File: config.mk
export PLATFORM = sky130hd
export DESIGN_NAME = byte_offset_delta_decoder_unit
export DESIGN_NICKNAME = d
export VERILOG_FILES = /design/src/design/bodd_pkg.sv /design/src/design/bodd_front.sv /design/src/design/bodd_queue.sv /design/src/design/bodd_back.sv /design/src/design/byte_offset_delta_decoder_unit.sv
export SDC_FILE = /design/constraint.sdc
export NUM_CORES = 1
export LEC_CHECK = 0
export BUFFER_PORTS_ARGS = -buffer_cell sky130_fd_sc_hd__buf_2
export CORE_MARGIN = 1.5
export CORE_UTILIZATION = 35
export CTS_CLUSTER_SIZE = 12
export DETAILED_ROUTE_END_ITERATION = 7
export PLACE_DENSITY = 0.46
export SLEW_MARGIN = 20
export SYNTH_ARGS = -nofsm -noshare
export SYNTH_HDL_FRONTEND = slang
export SYNTH_SLANG_ARGS = --single-unit
File: constraint.sdc
create_clock -name clock -period 7 [get_ports clock]
set_input_delay 1.05 -clock clock [delete_from_list [all_inputs] [get_ports clock]]
set_output_delay 1.05 -clock clock [all_outputs]
set_load 0.02 [all_outputs]
File: src/design/bodd_pkg.sv
// ----------------------------------------------------------------------------
// Byte-offset delta decoder package
// Shared types and constants for the front, queue and back of the decoder.
// ----------------------------------------------------------------------------
package bodd_pkg;

   localparam logic [7:0]  ESCAPE_BYTE  = 8'h80;    // -128 as a byte
   localparam logic [15:0] ESCAPE_SHORT = 16'h8000; // -32768 as a 16-bit word

   // Where the front stands within an escaped delta.
   typedef enum logic [2:0] {
      PH_PLAIN    = 3'd0,
      PH_SHORT_LO = 3'd1,
      PH_SHORT_HI = 3'd2,
      PH_LONG_B0  = 3'd3,
      PH_LONG_B1  = 3'd4,
      PH_LONG_B2  = 3'd5,
      PH_LONG_B3  = 3'd6
   } phase_type;

   // One queued operation for the accumulator.
   typedef struct packed {
      logic [31:0] delta;  // sign-extended delta to add
      logic        emit;   // add the delta and send the new value
      logic        clear;  // zero the accumulator afterwards (end of buffer)
   } qentry_type;

endpackage

File: src/design/bodd_front.sv
// ----------------------------------------------------------------------------
// Byte-offset decoder front
// Follows the escape sequence byte by byte and turns completed deltas and
// buffer ends into queue entries.
// ----------------------------------------------------------------------------
module bodd_front (
   input  logic                clock,
   input  logic                reset,
   input  logic                accept,
   input  logic [7:0]          data_byte,
   input  logic                last_of_buffer,
   output logic                push,
   output bodd_pkg::qentry_type push_entry
);

   bodd_pkg::phase_type phase_ff, phase_in;
   logic [23:0]         partial_ff, partial_in;
   logic                emit;
   logic [31:0]         delta;
   logic [15:0]         short_word;

   assign short_word = {data_byte, partial_ff[7:0]};

   // Next phase.
   always_comb begin
      phase_in = phase_ff;
      if (accept) begin
         case (phase_ff)
            bodd_pkg::PH_PLAIN:
               phase_in = (data_byte == bodd_pkg::ESCAPE_BYTE) ?
                          bodd_pkg::PH_SHORT_LO : bodd_pkg::PH_PLAIN;
            bodd_pkg::PH_SHORT_LO: phase_in = bodd_pkg::PH_SHORT_HI;
            bodd_pkg::PH_SHORT_HI:
               phase_in = (short_word == bodd_pkg::ESCAPE_SHORT) ?
                          bodd_pkg::PH_LONG_B0 : bodd_pkg::PH_PLAIN;
            bodd_pkg::PH_LONG_B0: phase_in = bodd_pkg::PH_LONG_B1;
            bodd_pkg::PH_LONG_B1: phase_in = bodd_pkg::PH_LONG_B2;
            bodd_pkg::PH_LONG_B2: phase_in = bodd_pkg::PH_LONG_B3;
            default:              phase_in = bodd_pkg::PH_PLAIN;
         endcase
         if (last_of_buffer) begin
            phase_in = bodd_pkg::PH_PLAIN;
         end
      end
   end

   // Delta assembly and queue entry.
   always_comb begin
      emit       = 1'b0;
      delta      = '0;
      partial_in = partial_ff;
      case (phase_ff)
         bodd_pkg::PH_SHORT_LO: partial_in = {16'd0, data_byte};
         bodd_pkg::PH_SHORT_HI: begin
            partial_in = '0;
            if (short_word != bodd_pkg::ESCAPE_SHORT) begin
               emit  = 1'b1;
               delta = {{16{short_word[15]}}, short_word};
            end
         end
         bodd_pkg::PH_LONG_B0: partial_in[7:0]   = data_byte;
         bodd_pkg::PH_LONG_B1: partial_in[15:8]  = data_byte;
         bodd_pkg::PH_LONG_B2: partial_in[23:16] = data_byte;
         bodd_pkg::PH_LONG_B3: begin
            emit       = 1'b1;
            delta      = {data_byte, partial_ff};
            partial_in = '0;
         end
         default: begin
            partial_in = '0;
            if (data_byte != bodd_pkg::ESCAPE_BYTE) begin
               emit  = 1'b1;
               delta = {{24{data_byte[7]}}, data_byte};
            end
         end
      endcase
      if (last_of_buffer) begin
         partial_in = '0;
      end
      push             = accept && (emit || last_of_buffer);
      push_entry.delta = delta;
      push_entry.emit  = emit;
      push_entry.clear = last_of_buffer;
   end

   always_ff @(posedge clock) begin
      if (reset) begin
         phase_ff   <= bodd_pkg::PH_PLAIN;
         partial_ff <= '0;
      end else if (accept) begin
         phase_ff   <= phase_in;
         partial_ff <= partial_in;
      end
   end

endmodule

File: src/design/bodd_queue.sv
// ----------------------------------------------------------------------------
// Byte-offset decoder queue
// Short first-in first-out queue of accumulator operations between front
// and back.
// ----------------------------------------------------------------------------
module bodd_queue #(
   parameter int DEPTH = 4
) (
   input  logic                 clock,
   input  logic                 reset,
   input  logic                 push,
   input  bodd_pkg::qentry_type push_entry,
   input  logic                 pop,
   output bodd_pkg::qentry_type head_entry,
   output logic                 empty,
   output logic                 full
);

   localparam int PTR_W = (DEPTH > 1) ? $clog2(DEPTH) : 1;
   localparam int CNT_W = $clog2(DEPTH + 1);

   bodd_pkg::qentry_type slot_ff [DEPTH];
   logic [PTR_W-1:0]     wr_ptr_ff, wr_ptr_in;
   logic [PTR_W-1:0]     rd_ptr_ff, rd_ptr_in;
   logic [CNT_W-1:0]     count_ff,  count_in;

   assign empty      = (count_ff == '0);
   assign full       = (count_ff == CNT_W'(DEPTH));
   assign head_entry = slot_ff[rd_ptr_ff];

   always_comb begin
      wr_ptr_in = wr_ptr_ff;
      rd_ptr_in = rd_ptr_ff;
      count_in  = count_ff;
      if (push) begin
         wr_ptr_in = (wr_ptr_ff == PTR_W'(DEPTH - 1)) ? '0 : wr_ptr_ff + 1'b1;
      end
      if (pop) begin
         rd_ptr_in = (rd_ptr_ff == PTR_W'(DEPTH - 1)) ? '0 : rd_ptr_ff + 1'b1;
      end
      if (push && !pop) begin
         count_in = count_ff + 1'b1;
      end else if (pop && !push) begin
         count_in = count_ff - 1'b1;
      end
   end

   always_ff @(posedge clock) begin
      if (reset) begin
         wr_ptr_ff <= '0;
         rd_ptr_ff <= '0;
         count_ff  <= '0;
      end else begin
         wr_ptr_ff <= wr_ptr_in;
         rd_ptr_ff <= rd_ptr_in;
         count_ff  <= count_in;
      end
   end

   always_ff @(posedge clock) begin
      if (push) begin
         slot_ff[wr_ptr_ff] <= push_entry;
      end
   end

   a_no_push_when_full: assert property (@(posedge clock) disable iff (reset)
      !(push && full && !pop))
      else $error("queue written while full");

   a_no_pop_when_empty: assert property (@(posedge clock) disable iff (reset)
      !(pop && empty))
      else $error("queue read while empty");

   a_count_bounded: assert property (@(posedge clock) disable iff (reset)
      count_ff <= CNT_W'(DEPTH))
      else $error("queue count beyond depth");

endmodule

File: src/design/bodd_back.sv
// ----------------------------------------------------------------------------
// Byte-offset decoder back
// Applies queued deltas to the running value and holds the result word in
// an output register.
// ----------------------------------------------------------------------------
module bodd_back (
   input  logic                 clock,
   input  logic                 reset,
   input  bodd_pkg::qentry_type head_entry,
   input  logic                 empty,
   output logic                 pop,
   output logic                 rsp_tvalid,
   input  logic                 rsp_tready,
   output logic [31:0]          rsp_tdata
);

   logic [31:0] acc_ff, acc_in;
   logic [31:0] sum;
   logic        valid_ff, valid_in;
   logic [31:0] data_ff;

   assign sum = acc_ff + head_entry.delta;

   // A clear-only entry never needs the output register.
   assign pop = !empty && (!head_entry.emit || !valid_ff || rsp_tready);

   always_comb begin
      acc_in   = acc_ff;
      valid_in = valid_ff && !rsp_tready;
      if (pop) begin
         if (head_entry.emit) begin
            acc_in   = sum;
            valid_in = 1'b1;
         end
         if (head_entry.clear) begin
            acc_in = '0;
         end
      end
   end

   always_ff @(posedge clock) begin
      if (reset) begin
         acc_ff   <= '0;
         valid_ff <= 1'b0;
      end else begin
         acc_ff   <= acc_in;
         valid_ff <= valid_in;
      end
   end

   always_ff @(posedge clock) begin
      if (pop && head_entry.emit) begin
         data_ff <= sum;
      end
   end

   assign rsp_tvalid = valid_ff;
   assign rsp_tdata  = data_ff;

   a_clear_zeroes_acc: assert property (@(posedge clock) disable iff (reset)
      pop && head_entry.clear |=> acc_ff == '0)
      else $error("accumulator not cleared at end of buffer");

   a_emit_loads_output: assert property (@(posedge clock) disable iff (reset)
      pop && head_entry.emit |=> valid_ff && (data_ff == acc_ff || $past(head_entry.clear)))
      else $error("emitted value does not match accumulator");

endmodule

File: src/design/byte_offset_delta_decoder_unit.sv
// ----------------------------------------------------------------------------
// Byte-offset delta decoder unit
// Decodes a byte-offset compressed stream into 32-bit pixel values.
// ----------------------------------------------------------------------------
// Usage:
//   The req_ channel takes one compressed byte per word in req_tdata, with
//   req_tlast marking the final byte of a buffer. The rsp_ channel gives one
//   signed 32-bit pixel value per word whenever a delta is completed; escape
//   bytes and the leading bytes of escaped deltas produce no word.
//   When an accepted byte completes a delta, the front writes its entry into
//   the queue at the accepting edge; the back then adds the delta and loads
//   the output register once that register is free, raising rsp_tvalid.
//   One byte is accepted every cycle while the queue is not full; the rate
//   is set by the single 32-bit add in the back and the one-byte-per-cycle
//   phase tracker in the front.
//   The queue lets the front keep taking bytes while the receiver stalls;
//   req_tready falls only once QUEUE_DEPTH operations are waiting.
//   Synchronous reset returns the escape phase, the running value and the
//   queue to empty; the first byte may follow at once. After the byte
//   marked last, the running value and phase return to zero and any
//   partially received escaped delta is dropped.
// ----------------------------------------------------------------------------
module byte_offset_delta_decoder_unit #(
   parameter int QUEUE_DEPTH = 4
) (
   input  logic        clock,
   input  logic        reset,
   input  logic        req_tvalid,
   output logic        req_tready,
   input  logic [7:0]  req_tdata,   // [7:0] data_byte
   input  logic        req_tlast,   // last_of_buffer
   output logic        rsp_tvalid,
   input  logic        rsp_tready,
   output logic [31:0] rsp_tdata    // [31:0] pixel_value
);

   logic                 accept;
   logic                 push;
   logic                 pop;
   logic                 q_empty;
   logic                 q_full;
   bodd_pkg::qentry_type push_entry;
   bodd_pkg::qentry_type head_entry;

   // Front accepts whenever the queue has room, whether or not this byte
   // will need an entry.
   assign req_tready = !q_full;
   assign accept     = req_tvalid && req_tready;

   bodd_front u_front (
      .clock          (clock),
      .reset          (reset),
      .accept         (accept),
      .data_byte      (req_tdata),
      .last_of_buffer (req_tlast),
      .push           (push),
      .push_entry     (push_entry)
   );

   bodd_queue #(
      .DEPTH (QUEUE_DEPTH)
   ) u_queue (
      .clock      (clock),
      .reset      (reset),
      .push       (push),
      .push_entry (push_entry),
      .pop        (pop),
      .head_entry (head_entry),
      .empty      (q_empty),
      .full       (q_full)
   );

   // Back drains the queue and owns the output register.
   bodd_back u_back (
      .clock      (clock),
      .reset      (reset),
      .head_entry (head_entry),
      .empty      (q_empty),
      .pop        (pop),
      .rsp_tvalid (rsp_tvalid),
      .rsp_tready (rsp_tready),
      .rsp_tdata  (rsp_tdata)
   );

endmodule

==> results_tabular.tex <==
\begin{tabular}{lr}
\hline
Metric & Value \\
\hline
\multicolumn{2}{l}{\textbf{Route}} \\
Wire length after detailed routing & 25300 um \\
Routed WL per cell & 19.8 um \\
Post-route ant nets & 0 \\
First-pass detailed-route iteration total & 4 \\
First DRT Iteration DRCs & 497 \\
Via total after detailed routing & 6795 \\
Post-detailed-route via-to-cell ratio & 5.33 \\
Residual DRC & 0 \\
\multicolumn{2}{l}{\textbf{Placed design}} \\
HPWL after detailed placement & 17400 um \\
I/O Buffers & 46 \\
Placement-stage worst setup slack & 2.75 ns \\
Final RePlAce weighted congestion & 0.877 \\
Total cell area at the placement stage & 0.0113 sq mm \\
\multicolumn{2}{l}{\textbf{Yosys}} \\
Number of enable flip-flop cells after synthesis & 168 \\
Xor and xnor area share after synthesis & 0.0236 \\
Dominant synthesized flop cell & sky130\_fd\_sc\_hd\_\_edfxtp\_1 \\
FF+latch count, synth & 237 \\
Total standard cell area after synthesis & 0.0107 sq mm \\
Library cells used by synthesis & 63 \\
Syn\_area\_per\_cell & 13.1 sq um \\
Combinational family with the most area after synthesis & compound AO/OA/AOI/OAI gates \\
Area share of fa/ha/maj cells after synthesis & 0.0471 \\
Sequential fraction of the synthesis area & 0.601 \\
Total of warnings raised by yosys & 0 \\
Post-synthesis mux area share & 0.0839 \\
Compound-gate portion of the synthesized area & 0.129 \\
Portion of synthesized cell area occupied by the leading cell type & 0.472 \\
Share of synthesized registers carrying an async set or reset & 0 \\
Largest area contributor in the synthesized netlist & sky130\_fd\_sc\_hd\_\_edfxtp\_1 \\
Post-Synthesis Net Count & 869 \\
Post-Synth Simple-Gate Area & 0.0949 \\
Post-synthesis instance total & 817 \\
Cells taking the most area after synthesis & sky130\_fd\_sc\_hd\_\_edfxtp\_1, sky130\_fd\_sc\_hd\_\_dfxtp\_1, sky130\_fd\_sc\_hd\_\_mux4\_2 \\
\multicolumn{2}{l}{\textbf{STA}} \\
Highest Clock Rate & 238 MHz \\
RSZ-0062 raised after global routing & false \\
Final worst path period share & 0.600 \\
Actual slew at the worst max-slew pin & 1.04 ns \\
Final critical-path setup slack & 2.80 ns \\
Number of failing setup endpoints in the final timing report & 0 \\
Worst Clk Skew & 0.0155 ns \\
Min cycle time layout & 4.20 ns \\
Final Slew Violations & 0 \\
Max-slew headroom & 0.308 \\
Number of endpoints with negative hold slack in the final report & 0 \\
Post-Route Setup TNS & 0 ns \\
\multicolumn{2}{l}{\textbf{Worst setup path}} \\
CP most frequent cell & sky130\_fd\_sc\_hd\_\_nor2\_1 \\
Peak fanout along the critical path & 18 \\
Largest stage delay on the critical path & 0.72 ns \\
Critical path start-end classification & register to register \\
Sequence of cells on the critical path & buf\_4 -> mux4\_2 -> ha\_1 -> a21oi\_1 -> nor2\_1 -> a211oi\_1 -> o211ai\_1 -> o311ai\_0 -> and3\_1 -> nor2\_1 \\
CP startpoint kind & register \\
Library cell contributing the largest single delay on the critical path & sky130\_fd\_sc\_hd\_\_dfxtp\_2 \\
Kind of end point of the critical path & register \\
Crit path arrival time & 4.48 ns \\
Req. time, crit path & 7.28 ns \\
\multicolumn{2}{l}{\textbf{Clock tree}} \\
CTS clk-pin slew, worst paths & 0.06 ns \\
CTS root buffer & sky130\_fd\_sc\_hd\_\_clkbuf\_16 \\
CTS tree & yes \\
Buffers inserted by post-CTS timing repair & 0 \\
CTS sink count & 237 \\
Latest clock arrival within the worst-skew pair & 0.53 ns \\
Maximum buffer depth of the clock tree & 3 \\
Number of levels the H-tree was split into & 1 \\
Number of buffers created by CTS & 27 \\
Number of gates resized after CTS & 0 \\
Quantity of hold-fixing buffers added after cts & 0 \\
\multicolumn{2}{l}{\textbf{Run}} \\
Maximum capacitance violations & 0 \\
\multicolumn{2}{l}{\textbf{Power}} \\
Peak VDD IR & 0.150 mV \\
Pwr per Cell Area & 471 mW/mm\^{}2 \\
Leakage power of the design & 4.43 nW \\
\multicolumn{2}{l}{\textbf{Run status}} \\
Outcome & complete, no violations \\
\multicolumn{2}{l}{\textbf{Finish}} \\
Fraction of final layout cells with drive strength greater than 1 & 0.163 \\
Diodes inserted & 0 \\
Area Overhead vs Synth & 14.1\% \\
Final Cell Area & 0.0122 sq mm \\
\# nets final & 916 \\
Fillcell total & 2764 \\
\multicolumn{2}{l}{\textbf{Die}} \\
Area of the core region & 0.0299 sq mm \\
Horizontal die dimension & 178 um \\
IO Pins & 47 \\
Die height & 178 um \\
Number of rows created at floorplan & 63 \\
Starting density of the core & 0.358 \\
Die ar. & 0.0316 sq mm \\
\multicolumn{2}{l}{\textbf{GRT}} \\
Via count of the first global-routing pass & 6778 \\
Total grt overflow & 0 \\
Pin count of the biggest net entering global routing & 52 \\
Wire length of the first global-routing pass & 39400 um \\
Initial antenna violation count & 1 \\
Gr usage total & 0.164 \\
\multicolumn{2}{l}{\textbf{Min path}} \\
Hold Path Class & register to register \\
\hline
\end{tabular}
==> kinds of logic (layout without fill, tap and decap cells) <==
family / after synthesis / after routing
mux: 47 / 47
buf+inv: 53 / 121
flops: 237 / 237
simple gates: 216 / 216
compound gates: 197 / 197
xor+xnor: 28 / 28
fa+ha+maj: 39 / 39
==> power by group <==
| part | leakage (nW) | total [mW] | switching, mW | internal [mW] |
|---|---|---|---|---|
| Sequential | 2.10 | 2.05 | 0.150 | 1.90 |
| Combinational | 1.92 | 2.35 | 1.45 | 0.902 |
| Clock | 0.415 | 1.34 | 0.549 | 0.792 |
| Total | 4.43 | 5.74 | 2.15 | 3.59 |
==> cell type report <==
class,count,area (sq um),share of cell area
clock buffers,39,761,0.0624
repair buffers,57,313,0.0257
flip-flops and latches,237,6430,0.527
well taps,390,488,0.0400
multi-input cells,527,4060,0.333
inverters,14,52.6,0.00431
clock inverters,11,92.6,0.00760
==> flip-flops by register name, summed over array words and instances (netlist names), named ones only <==
register / count
u_back.acc_ff: 32
u_back.rsp_tdata: 32
u_back.rsp_tvalid: 1
u_front.partial_ff: 24
u_front.phase_ff: 3
u_queue.count_ff: 3
u_queue.rd_ptr_ff: 2
u_queue.slot_ff: 136
u_queue.wr_ptr_ff: 2
==> stage by stage <==
stage	hold slack (ns)	std cells	power, mW	util
4_1_cts	0.473	1275	5.80	0.408
5_1_grt	0.493	1275	6.11	0.408
3_3_place_gp	0.447	1225	4.41	0.379
3_5_place_dp	0.461	1225	4.43	0.379
6_report	0.474	1275	5.74	0.408
2_1_floorplan	0.432	817	3.78	-
==> worst max-delay path: cells and delay by family (launching register included) <==
kind / cells / cell delay, ns
adders and majority gates: 1 / 0.37
and+or+nand+nor: 3 / 0.38
muxes: 1 / 0.56
AOI/OAI and AO/OA: 4 / 1.42
DFF: 1 / 0.72
buffers and inverters: 1 / 0.48
==> metal layers <==
metal	share of wire	vias to the layer above	track usage
met1	0.48	3372	0.227
met4	0.016	2	0.0389
met5	0.00036	-	0
met2	0.46	142	0.268
met3	0.045	35	0.0283
li1	-	3244	-
==> path summary, 6_finish.rpt <==
kind | start | endpoint | slack (ns) | cells past startpoint
min reg2reg | u_back.acc_ff[17]$_SDFFE_PP0P_ | u_back.acc_ff[17]$_SDFFE_PP0P_ | 0.47 | 2
min | u_back.acc_ff[17]$_SDFFE_PP0P_ | u_back.acc_ff[17]$_SDFFE_PP0P_ | 0.47 | 2
max | register | u_back.rsp_tdata[23]$_DFFE_PP_ | 2.80 | 10
max reg2reg | register | u_back.rsp_tdata[23]$_DFFE_PP_ | 2.80 | 10
==> synthesized netlist by cell type, drive strengths merged (4+ instances only) <==
cell type	instances
or3	5
nand2	43
a21oi	58
nor3	28
xor2	13
buf	11
nor4	4
nand4	5
o21bai	6
o21ai	18
mux2i	12
and2	9
nand3	12
inv	14
clkbuf	28
a21o	29
a21boi	6
o31ai	6
o21a	5
a22oi	13
nor2	80
ha	37
dfxtp	69
xnor2	15
and3	5
o211ai	5
a221o	8
nand2b	12
a22o	19
mux4	34
edfxtp	168
==> cell usage in the layout (no fill, tap or decap), drive strengths merged, types with 13 or more instances in the layout <==
master / instances
a22o: 19
nand2: 43
xor2: 13
xnor2: 15
a21oi: 58
buf: 57
dfxtp: 69
clkbuf: 39
o21ai: 18
a21o: 29
a22oi: 13
nor3: 28
nor2: 80
ha: 37
inv: 16
edfxtp: 168
mux4: 34
Power figures use the tool's default switching activity.
